[src/rtl/qss_pkg.sv]
// qss_pkg: shared types and codes of the queue-stack store
// no dependencies; used by qss_cell and queue_stack_store_core
`timescale 1ns / 1ps

package qss_pkg;

   localparam int OP_W     = 3;
   localparam int WORD_W   = 32;
   localparam int POS_W    = 7;
   localparam int STATUS_W = 2;

   typedef enum logic [OP_W-1:0] {
      OP_APPEND = 3'd0,
      OP_PUSH   = 3'd1,
      OP_POP    = 3'd2,
      OP_TOP    = 3'd3,
      OP_READ   = 3'd4,
      OP_WRITE  = 3'd5,
      OP_MEMBER = 3'd6,
      OP_TRUNC  = 3'd7
   } op_type;

   localparam logic [STATUS_W-1:0] STATUS_OK    = 2'd0;
   localparam logic [STATUS_W-1:0] STATUS_EMPTY = 2'd1;
   localparam logic [STATUS_W-1:0] STATUS_FULL  = 2'd2;
   localparam logic [STATUS_W-1:0] STATUS_INDEX = 2'd3;

   typedef struct packed {
      logic [OP_W-1:0]   operation;
      logic [WORD_W-1:0] datum;
      logic [POS_W-1:0]  position;
   } req_type;

   typedef struct packed {
      logic [WORD_W-1:0]   value;
      logic [STATUS_W-1:0] status;
      logic [POS_W-1:0]    length;
   } rsp_type;

   // broadcast controls from the top level to every cell
   typedef struct packed {
      logic push_en;
      logic pop_en;
      logic store_en;
      logic scan_read;
      logic scan_member;
   } cell_ctl_type;

endpackage

[src/rtl/qss_cell.sv]
// qss_cell: one slot of the queue-stack row plus one stage of the scan chain
// depends on qss_pkg (cell_ctl_type)
`timescale 1ns / 1ps

module qss_cell #(
   parameter int DATA_WIDTH = 32,
   parameter int CAPACITY   = 64
) (
   input  logic                            clock,
   input  logic                            reset,
   input  logic [$clog2(CAPACITY)-1:0]     cell_index,
   input  qss_pkg::cell_ctl_type           ctl,
   input  logic [$clog2(CAPACITY+1)-1:0]   count,
   input  logic [DATA_WIDTH-1:0]           upd_word,
   input  logic [$clog2(CAPACITY)-1:0]     upd_target,
   input  logic [DATA_WIDTH-1:0]           cmp_word,
   input  logic [$clog2(CAPACITY)-1:0]     cmp_target,
   input  logic [DATA_WIDTH-1:0]           left_entry,
   input  logic [DATA_WIDTH-1:0]           right_entry,
   output logic [DATA_WIDTH-1:0]           entry_out,
   input  logic                            scan_valid_in,
   input  logic                            scan_hit_in,
   input  logic [DATA_WIDTH-1:0]           scan_data_in,
   output logic                            scan_valid_out,
   output logic                            scan_hit_out,
   output logic [DATA_WIDTH-1:0]           scan_data_out
);

   localparam int CNT_W = $clog2(CAPACITY + 1);

   logic [DATA_WIDTH-1:0] entry_ff, entry_in;
   logic                  scan_valid_ff;
   logic                  scan_hit_ff, scan_hit_in_w;
   logic [DATA_WIDTH-1:0] scan_data_ff, scan_data_in_w;
   logic                  local_hit;

   always_comb begin
      entry_in = entry_ff;
      if (ctl.push_en) begin
         entry_in = (cell_index == '0) ? upd_word : left_entry;
      end else if (ctl.pop_en) begin
         entry_in = right_entry;
      end else if (ctl.store_en && (cell_index == upd_target)) begin
         entry_in = upd_word;
      end
   end

   // local match, only inside the live part of the row for membership
   always_comb begin
      local_hit = 1'b0;
      if (ctl.scan_read) begin
         local_hit = (cell_index == cmp_target);
      end else if (ctl.scan_member) begin
         local_hit = (CNT_W'(cell_index) < count) && (entry_ff == cmp_word);
      end
      scan_hit_in_w  = scan_hit_in | local_hit;
      scan_data_in_w = (local_hit && !scan_hit_in) ? entry_ff : scan_data_in;
   end

   always_ff @(posedge clock) begin
      entry_ff     <= entry_in;
      scan_hit_ff  <= scan_hit_in_w;
      scan_data_ff <= scan_data_in_w;
      if (reset) begin
         scan_valid_ff <= 1'b0;
      end else begin
         scan_valid_ff <= scan_valid_in;
      end
   end

   assign entry_out      = entry_ff;
   assign scan_valid_out = scan_valid_ff;
   assign scan_hit_out   = scan_hit_ff;
   assign scan_data_out  = scan_data_ff;

endmodule

[config.mk]
export PLATFORM = sky130hd
export DESIGN_NAME = qss_cell
export DESIGN_NICKNAME = d
export VERILOG_FILES = /design/src/rtl/qss_pkg.sv /design/src/rtl/qss_cell.sv
export SDC_FILE = /design/constraint.sdc
export NUM_CORES = 1
export LEC_CHECK = 0
export BUFFER_PORTS_ARGS = -buffer_cell sky130_fd_sc_hd__buf_2
export CAP_MARGIN = 20
export CORE_MARGIN = 2
export CORE_UTILIZATION = 50
export DETAILED_ROUTE_END_ITERATION = 7
export GPL_TIMING_DRIVEN = 0
export PLACE_DENSITY = 0.95
export SYNTH_ARGS = -nofsm -noshare
export SYNTH_HDL_FRONTEND = slang
export SYNTH_SLANG_ARGS = --single-unit
[constraint.sdc]
create_clock -name clock -period 7.6 [get_ports clock]
set_input_delay 1.14 -clock clock [delete_from_list [all_inputs] [get_ports clock]]
set_output_delay 1.14 -clock clock [all_outputs]
set_load 0.02 [all_outputs]
# Yosys cells after proc, flatten, opt, wreduce, memory -nomap -nowiden
# Index checks and enable logic that the tools add are counted.
[totals]
memories = 0
ram_bits = 0
mem_bits_ro = 0
input_bits = 194
out_inout_bits = 66
latchBits = 0
wordCells = 22
regBits = 66
[classes]
muxes = 7
reduce_logical = 6
multipliers = 0
n_addsub = 0
n_eq_ne = 3
bitwise_logic = 1
magnitude_cmp = 1
shift = 0
div_mod_pow = 0
[ops]
columns = ["cell", "count"]
rows = [
  ["$mux W32", 5],
  ["$eq A32 B32 Y1", 1],
  ["$eq A6 B6 Y1", 2],
  ["$lt A6 B7 Y1", 1],
  ["$logic_not A6 Y1", 1],
  ["$logic_and A1 B1 Y1", 3],
  ["$reduce_bool A3 Y1", 1],
  ["$mux W1", 2],
  ["$logic_not A1 Y1", 1],
  ["$or A1 B1 Y1", 1],
]

# Depth between registers and ports, before layout
# Gate-level depths: netlist (run 1).
[logic_depth]
depth_word = 6
mapped_depth = 9
depth_no_buf = 7

# Least setup slack after synthesis (run 1)
# No wires, ideal clock.
[synth_path]
path_kind = "input to register"
from = "input port cell_index[3]"
to = "register entry_ff[0], in the netlist entry_out[0] (enable)"
path_slack_ns = 2.393
path_stages = 2
t_required_ns = 7.089
n_path_buf = 0
t_arrival_ns = 4.696
setup_time_ns = 0.511
path_cell_list = "xor2_1 o41ai_1"
[synth_via]
elab_chain_cells = 3
[synth_lines]
columns = ["item", "line_no", "rtl"]
rows = [
  ["start: declaration", "qss_cell.sv:11", "input logic [$clog2(CAPACITY)-1:0] cell_index,"],
  ["$eq A6 B6 Y1", "qss_cell.sv:43", "end else if (ctl.store_en && (cell_index == upd_target)) begin"],
  ["$logic_and A1 B1 Y1", "qss_cell.sv:43", ""],
  ["$reduce_bool A3 Y1 (no source line)", "n/a", ""],
  ["end signal: assignment", "qss_cell.sv:61", "entry_ff <= entry_in;"],
  ["end: declaration", "qss_cell.sv:31", "logic [DATA_WIDTH-1:0] entry_ff, entry_in;"],
]
# Every way passes these cells.
# A chain may end at the register's enable or synchronous reset.

# Worst setup path in the final report (run 1)
[layout_path]
from = "input port ctl[3] in the netlist's numbering"
to = "register entry_ff[14], in the netlist entry_out[14] (enable)"
[layout_via]
elab_chain_cells = 1
[layout_lines]
columns = ["item", "line_no", "rtl"]
rows = [
  ["start: declaration", "qss_cell.sv:12", "input qss_pkg::cell_ctl_type ctl,"],
  ["$reduce_bool A3 Y1 (no source line)", "n/a", ""],
]
# Every way passes these cells.

==> results_dict.tcl, run 1 <==
set metrics [dict create \
    synth_common_cells "nor2b_1, a31oi_1, nand2_1, nand3_1, nand4_1" \
    ctsResizeCount 0 \
    nNetsFinal 1044 \
    clock.fmax_ghz 0.355 \
    hpwlAfterDp_um 13900 \
    synth-warning-count 0 \
    ys_seq_area_frac 0.333 \
    ir_drop_mv 0.0940 \
    cp-end-kind "register" \
    drc_errors 0 \
    grtUsageTotal 0.318 \
    status "complete, no violations" \
    clk_latency_ps 340 \
    slowest_stage "buf_1" \
    ys_async_sr_fraction 0 \
    netlist.area_leader.share 0.195 \
    die_w_um 103 \
    period_share 0.371 \
    maxCapViolations 0 \
    root_buffer "clkbuf_8" \
    initial_core_util 0.509 \
    cp_max_fo 10 \
    drt_iter0_drc 460 \
    stdcell_count 983 \
    leakagePower_nw 2.77 \
    path_cells "buf_2 > buf_1 > nor2_1 > o41ai_2 > buf_4 > buf_4 > buf_4 > buf_4" \
    diodes 0 \
    start_kind "input pin" \
    ant_nets 0 \
    grt_pass1_vias 5389 \
    dr.pass1.iters 5 \
    clock_sinks 66 \
    port_buffers 256 \
    min_period_ps 2820 \
    htree_levels 3 \
    vias_per_cell 6.01 \
    fp.dieH_um 103 \
    die-area_sq_um 10700 \
    synth.distinct_cells 37 \
    area_delta_synth_final_pct 34.4 \
    gp_congestion 0.953 \
    gr-total-overflow 0 \
    synth.most_common_cell "nor2b_1" \
    setup_viol 0 \
    yosys-top-cells-area "edfxtp_1, dfxtp_1, nor2b_1" \
    num-fill-cells 805 \
    hold_viol_final 0 \
    syn_inst 574 \
    grt_max_degree 13 \
    syn_area_sq_um 4930 \
    postCtsSetupBuffers 0 \
    cts.path.max_buffers 2 \
    synth.avg_cell_area_sq_um 8.58 \
    cpMostUsedCell "buf_4" \
    hold_class "register to register" \
    critPathKind "input pin to register" \
    dp_cells 967 \
    drive_gt1_frac 0.375 \
    slew_headroom 0.537 \
    fin_setup_tns_ps 0 \
    pin_count 260 \
    cts_hold_buffers 0 \
    wl_um 17400 \
    grt_pass1_wl_um 26400 \
    required_ps 7640 \
    clk_pin_slew_ps 70 \
    finalPower_mw 1.05 \
    max_stage_delay_ps 430 \
    slew_viol_final 0 \
    synth_edf_count 32 \
    crit_arrival_ps 2860 \
    wire_per_inst_um 17.7 \
    synth_nets 773 \
    ys_ff_latch 66 \
    final.setup_skew_ps 11.7 \
    grt_antenna_before_repair 0 \
    rsz0062_at_grt "no" \
    power_density_nw_per_um2 159 \
    cts_made_buffers 9 \
    rows 36 \
    tritoncts "built" \
    post-synth-top-area-cell "edfxtp_1" \
    fp.coreArea_sq_um 9680 \
    vias 5905 \
    tightest_slew_ps 689 \
    yosys_most_used_dff "dfxtp_1" \
]
[routing by layer]
layer	up-vias	track usage	routed length (um)
met4	0	0.0951	440
met5	-	0	0
met3	50	0.0585	1790
met2	445	0.557	8610
met1	2666	0.400	6560
li1	2744	-	-
[worst paths after layout]
check	startpoint	end	slack (ps)	depth (start not counted)
min reg2reg	entry_out[28]	scan_data_out[28]	810	3
max	ctl[3]	entry_out[14]	4780	8
min	entry_out[28]	scan_data_out[28]	810	3
max reg2reg	entry_out[29]	scan_data_out[30]	5440	6
[cells in the final DEF, fill, tap and decap left out, drive strengths merged]
cell     Yosys  final
a21o         1      1
bufinv       0      2
clkbuf      24     34
o211ai      32     32
o41ai        1      1
clkinv       0      3
and3         1      1
nand4       35     35
o2111ai      2      2
nor2         5      5
and4         2      2
nand3       35     35
nand2       64     64
o21ai        1      1
nor4         6      6
a21oi        2      2
dfxtp       34     34
buf         38    298
xnor2       10     10
edfxtp      32     32
a211oi      31     31
inv          7      8
a32o        32     32
or3          1      1
nand2b       3      3
nor2b       67     67
nand3b       1      1
o2111a       1      1
a31oi       65     65
xor2        33     33
ha           5      5
nor3         3      3
[logic make-up (layout without fill, tap and decap cells)]
family,count (synthesis),count (layout),share of synthesized area
DFF,66,66,0.333
xor gates and xnor gates,43,43,0.0764
and+or+nand+nor,223,223,0.251
AOI/OAI and AO/OA,168,168,0.256
buffers and inverters,69,345,0.0708
adders and majority gates,5,5,0.0127
[critical path: cells and delay by family]
kind                   cells  cell delay (ps)
AO/OA/AOI/OAI              1              110
buffers and inverters      6             1420
AND/OR/NAND/NOR            1              190
[final cells by class]
| type | count | area [sq um] | area share |
|---|---|---|---|
| clock buffers | 10 | 128 | 0.0193 |
| inverters | 7 | 26.3 | 0.00397 |
| repair buffers | 260 | 1310 | 0.198 |
| clock inverters | 6 | 81.3 | 0.0123 |
| plain buffers | 62 | 323 | 0.0488 |
| multi-input cells | 439 | 2940 | 0.445 |
| flip-flops and latches | 66 | 1640 | 0.248 |
| well taps | 133 | 166 | 0.0251 |
[registers in the layout, indices dropped and copies added, names as in the netlist]
name            flops
entry_out          32
scan_data_out      32
scan_hit_out        1
scan_valid_out      1
[through the flow]
stage               cell area, sq um  utilization  hold WS, ps  setup WS (ps)
floorplan                       4930            -          840           2390
global placement                6370        0.658          770           1060
detailed placement              6410        0.662          780           4430
CTS                             6620        0.684          801           4790
global route                    6620        0.684          831           4690
finish                          6620        0.684          814           4780
[power breakdown]
part | internal, mW | switching (mW) | total [mW]
Sequential | 0.410 | 0.0302 | 0.440
Clock | 0.183 | 0.130 | 0.313
Combinational | 0.128 | 0.173 | 0.301
(Power assumes the default switching activity.)
==> run 2, diff against run 1 <==
Settings changed: ABC_AREA set to 1, CORE_UTILIZATION 50 to 39, PLACE_DENSITY 0.95 to 0.85.
Clock period 7.6 ns to 2.4 ns, I/O delays scaled along.
==> run 2 against run 1 <==
Against the previous run: sequential power grew to 3.2 times the previous value; design area is 14% lower; clock power grew to 3.8 times the previous value; synthesized cell count is 2.3% higher; register-to-register slack worse by 4900 ps; utilization is 10 points lower; die area is 3.5% higher; critical path type unchanged; critical endpoint is now entry_out[10].
==> results_dict.tcl, run 2 <==
set metrics [dict create \
    rows 36 \
    final_common_cell "buf_2" \
    ctsResizeCount 0 \
    ant_nets 0 \
    wire_per_inst_um 14.0 \
    tritoncts "built" \
    slew_viol_final 0 \
    cp-end-kind "register" \
    crit_arrival_ps 1980 \
    gp_congestion 0.916 \
    syn_area_sq_um 3990 \
    grt_pass1_wl_um 21500 \
    drt_iter0_drc 192 \
    area_delta_synth_final_pct 43.6 \
    rsz0062_at_grt "no" \
    fp.dieH_um 105 \
    yosys_most_used_dff "dfxtp_1" \
    netlist.area_leader.share 0.241 \
    syn_inst 587 \
    dr.pass1.iters 4 \
    cts.path.max_buffers 2 \
    final.setup_skew_ps 11.5 \
    die-area_sq_um 11000 \
    ys_ff_latch 66 \
    grt_antenna_before_repair 0 \
    clk_latency_ps 340 \
    port_buffers 258 \
    pin_count 260 \
    synth_common_cells "nand2_1, nor2_1, inv_1, o21ai_0, nand3_1" \
    synth_nets 786 \
    synth-warning-count 0 \
    fin_util 0.580 \
    clock.fmax_ghz 0.529 \
    drc_errors 0 \
    fin_hold_ws_ps 165 \
    setup_viol 0 \
    status "complete, no violations" \
    maxCapViolations 0 \
    vias_per_cell 4.76 \
    synth.distinct_cells 21 \
    finalPower_mw 3.35 \
    root_buffer "clkbuf_8" \
    hold_viol_final 0 \
    grtUsageTotal 0.249 \
    period_share 0.788 \
    leakagePower_nw 3.15 \
    ys_seq_area_frac 0.412 \
    cts_made_buffers 9 \
    vias 4739 \
    hpwlAfterDp_um 11700 \
    layout_common_cells "buf_2, nand2_1, nor2_1, inv_1, o21ai_0" \
    fp.coreArea_sq_um 9860 \
    ir_drop_mv 0.266 \
    stdcell_count 996 \
    required_ps 2490 \
    post-synth-top-area-cell "edfxtp_1" \
    slew_headroom 0.581 \
    nNetsFinal 1056 \
    synth.avg_cell_area_sq_um 6.79 \
    power_density_nw_per_um2 585 \
    synth.most_common_cell "nand2_1" \
    initial_core_util 0.404 \
    cp_max_fo 21 \
    grt_max_degree 22 \
    wl_um 14000 \
    start_kind "input pin" \
    postCtsSetupBuffers 0 \
    stdcell_area_sq_um 5720 \
    gr-total-overflow 0 \
    grt_pass1_vias 4561 \
    htree_levels 3 \
    drive_gt1_frac 0.331 \
    clock_sinks 66 \
    tightest_slew_ps 627 \
    cts_hold_buffers 0 \
    placed_area_sq_um 5460 \
    min_period_ps 1890 \
    ys_async_sr_fraction 0 \
    hold_class "input pin to register" \
    reg2reg_slack_ps 550 \
    dp_cells 979 \
    yosys-top-cells-area "edfxtp_1, dfxtp_1, nand2_1" \
    die_w_um 105 \
    critPathKind "input pin to register" \
    clk_pin_slew_ps 80 \
    synth_edf_count 32 \
]
==> run 2: cell types whose count changed after synthesis, moves of 31 or more <==
cell	before	now
o22ai_1	0	34
nand4_1	35	2
nor2b_1	67	0
inv_1	7	71
nand2_1	63	164
a31oi_1	65	0
a211oi_1	31	0
o21ai_0	1	71
nor2_1	5	91
o211ai_1	32	0
a32o_1	32	0
==> run 2: per-stage QoR <==
step           TNS (ps)  setup WS, ps
6_report              0           509
2_1_floorplan         0           215
4_1_cts               0           479
3_3_place_gp     -14140          -444
3_5_place_dp          0           146
5_1_grt               0           382
==> run 2: area by class of cell <==
| type | instances | area (sq um) |
|---|---|---|
| Timing Repair Buffer | 259 | 1310 |
| Buffer | 28 | 139 |
| Sequential cell | 66 | 1640 |
| Tap cell | 133 | 166 |
| Multi-Input combinational cell | 422 | 1940 |
| Fill cell | 979 | 4140 |
| Clock inverter | 4 | 75.1 |
| Inverter | 71 | 267 |
| Antenna cell | 1 | 2.50 |
| Clock buffer | 12 | 188 |
==> run 2: path summary, 6_finish.rpt <==
kind / start / to / depth (start not counted)
setup / recovery: ctl[3] / entry_out[10] / 5
hold / removal: reset / scan_valid_out / 2
setup reg to reg: entry_out[25] / scan_data_out[15] / 11
hold reg to reg: entry_out[16] / scan_data_out[16] / 2
==> run 2: logic make-up (layout without fill, tap and decap cells) <==
family,count (synthesis),after routing,share of synthesized area
flip-flops,66,66,0.412
XOR/XNOR,10,10,0.0220
AO/OA/AOI/OAI,109,109,0.151
other,0,1,0
adder cells (fa/ha/maj),5,5,0.0157
buffers and inverters,99,374,0.102
AND/OR/NAND/NOR,298,298,0.298
==> run 2: worst max-delay path, cell delays in order <==
cell      delay [ps]
clkbuf_1         170
inv_1            190
clkbuf_1         340
nand3_1          550
buf_8            370
==> run 2: power by group <==
group / total, mW / internal [mW] / switching (mW)
Sequential: 1.40 / 1.30 / 0.105
Combinational: 0.756 / 0.310 / 0.446
Clock: 1.19 / 0.744 / 0.442
==> run 2: routing by layer <==
metal  up-vias  wire, um  track usage
li1       2435         -            -
met1      2078      5680        0.284
met2       190      7030        0.444
met3        36       803       0.0449
met4         0       466        0.122
met5         -         0            0
==> run 3, diff against run 2 <==
Settings changed: CORE_UTILIZATION 39 to 43, PLACE_DENSITY 0.85 to 0.89.
Clock period 2.4 ns to 1.96 ns, I/O delays scaled along.
==> run 3 against run 2 <==
Against the previous run: clock-buffer cell count grew 1; utilization is 4.9 points higher; clock skew rose by 1.3 ps; via count is 0.93% higher; worst hold slack worse by 59 ps; clock power fell by 4%; register-to-register slack lost 450 ps; combinational power grew 29%; critical path type is now register to register.
==> results_dict.tcl, run 3 (synthesized netlist as in run 2, its figures left out) <==
set metrics [dict create \
    wl_um 13500 \
    cp-end-kind "register" \
    pin_count 260 \
    dr.pass1.iters 4 \
    cts_made_buffers 9 \
    maxCapViolations 0 \
    r2r_start "entry_out[11]" \
    leakagePower_nw 3.16 \
    rows 35 \
    nNetsFinal 1065 \
    min_period_ps 1860 \
    start_kind "register" \
    root_buffer "clkbuf_8" \
    tightest_slew_ps 459 \
    grtUsageTotal 0.254 \
    layout_common_cells "buf_2, nand2_1, nor2_1, inv_1, o21ai_0" \
    vias 4783 \
    max_stage_delay_ps 490 \
    clk_latency_ps 340 \
    ir_drop_mv 0.334 \
    cp.depth 11 \
    stdcell_count 982 \
    final_common_cell "buf_2" \
    slew_headroom 0.694 \
    grt_antenna_before_repair 0 \
    path_cells "nand2_1 > o21ai_0 > nor2_1 > nand2_1 > nor2_2 > nand3_2 > o21bai_4 > nand2_4 > buf_6 > nand2_2 > nand2_1" \
    vias_per_cell 4.87 \
    cp_max_fo 10 \
    wire_per_inst_um 13.7 \
    dp_cells 956 \
    critPathTopFamily "simple AND/OR/NAND/NOR gates" \
    fp.coreArea_sq_um 9110 \
    die-area_sq_um 10100 \
    worstSetupStartpoint "entry_out[11]" \
    area_delta_synth_final_pct 43.8 \
    reg2reg_depth 11 \
    final.setup_skew_ps 12.7 \
    cts.path.max_buffers 2 \
    hold_start "reset" \
    gp_congestion 0.908 \
    fp.dieH_um 100 \
    ant_nets 0 \
    period_share 0.950 \
    htree_levels 3 \
    reg2reg_slack_ps 100 \
    r2r-end "scan_data_out[26]" \
    drt_iter0_drc 188 \
    setup_viol 0 \
    drc_errors 0 \
    slowest_stage "edfxtp_1" \
    power_density_nw_per_um2 666 \
    worstPathBufferInverterCount 1 \
    setup.worst_path.end "scan_data_out[26]" \
    clock_sinks 66 \
    gr-total-overflow 0 \
    drive_gt1_frac 0.344 \
    clock.fmax_ghz 0.537 \
    hpwlAfterDp_um 11100 \
    status "complete, no violations" \
    layout_setup_ws_ps 97.3 \
    grt_max_degree 33 \
    grt_pass1_wl_um 19700 \
    critPathKind "register to register" \
    hold_viol_final 0 \
    tritoncts "built" \
    dp_slack_ps -299 \
    required_ps 2180 \
    hold_class "input pin to register" \
    slew_viol_final 0 \
    initial_core_util 0.438 \
    diodes 0 \
    cpMostUsedCell "nand2_1" \
    grt_pass1_vias 4228 \
    crit_arrival_ps 2090 \
    cts_hold_buffers 0 \
    rsz0062_at_grt "yes" \
    port_buffers 258 \
    die_w_um 100 \
    clk_pin_slew_ps 70 \
]
## run 3: what timing repair did
item,in CTS,in global routing
setup endpoints to repair,0,62
setup buffers,0,9
gates resized for setup,0,11
## run 3: cell type report
| type | instances | area (sq um) |
|---|---|---|
| inverters | 71 | 267 |
| clock inverters | 3 | 18.8 |
| well taps | 111 | 139 |
| plain buffers | 28 | 139 |
| repair buffers | 268 | 1370 |
| fillers | 851 | 3380 |
| multi-input cells | 422 | 1970 |
| flip-flops and latches | 66 | 1640 |
| clock buffers | 13 | 191 |
## run 3: layer usage
layer | vias up | GRT usage | share of wire
li1 | 2453 | - | -
met1 | 2095 | 0.317 | 0.41
met2 | 200 | 0.427 | 0.49
met3 | 35 | 0.0418 | 0.060
met4 | 0 | 0.123 | 0.032
met5 | - | 0 | 0
## run 3: per-stage QoR
step           total power, mW  TNS (ps)   util  cell area [sq um]  hold slack [ps]
6_report                  3.82         0  0.629               5730              106
5_1_grt                   4.01      -195  0.629               5730              102
4_1_cts                   3.81         0  0.618               5630             83.6
3_5_place_dp              2.67    -15630  0.595               5420              453
2_1_floorplan             2.20         0      -               3990              365
3_3_place_gp              2.65    -14480  0.595               5420              449
## run 3: where the power goes
| part | switching [mW] | internal [mW] |
|---|---|---|
| Clock | 0.492 | 0.646 |
| Sequential | 0.116 | 1.59 |
| Combinational | 0.570 | 0.404 |
## run 3: worst register-to-register path, stage by stage (launching register included)
cell,delay (ps)
edfxtp_1,490
nand2_1,110
o21ai_0,80
nor2_1,120
nand2_1,70
nor2_2,110
nand3_2,100
o21bai_4,270
nand2_4,130
buf_6,170
nand2_2,60
nand2_1,60
## run 3: how the worst min path moves through the flow
stage	endpoint	slack (ps)	cells after the start
after global placement	scan_valid_out	450	2
after floorplan	scan_valid_out	370	1
final	scan_valid_out	110	2
after detailed placement	scan_valid_out	450	2
after CTS	scan_valid_out	80	2
after global routing	scan_valid_out	100	2
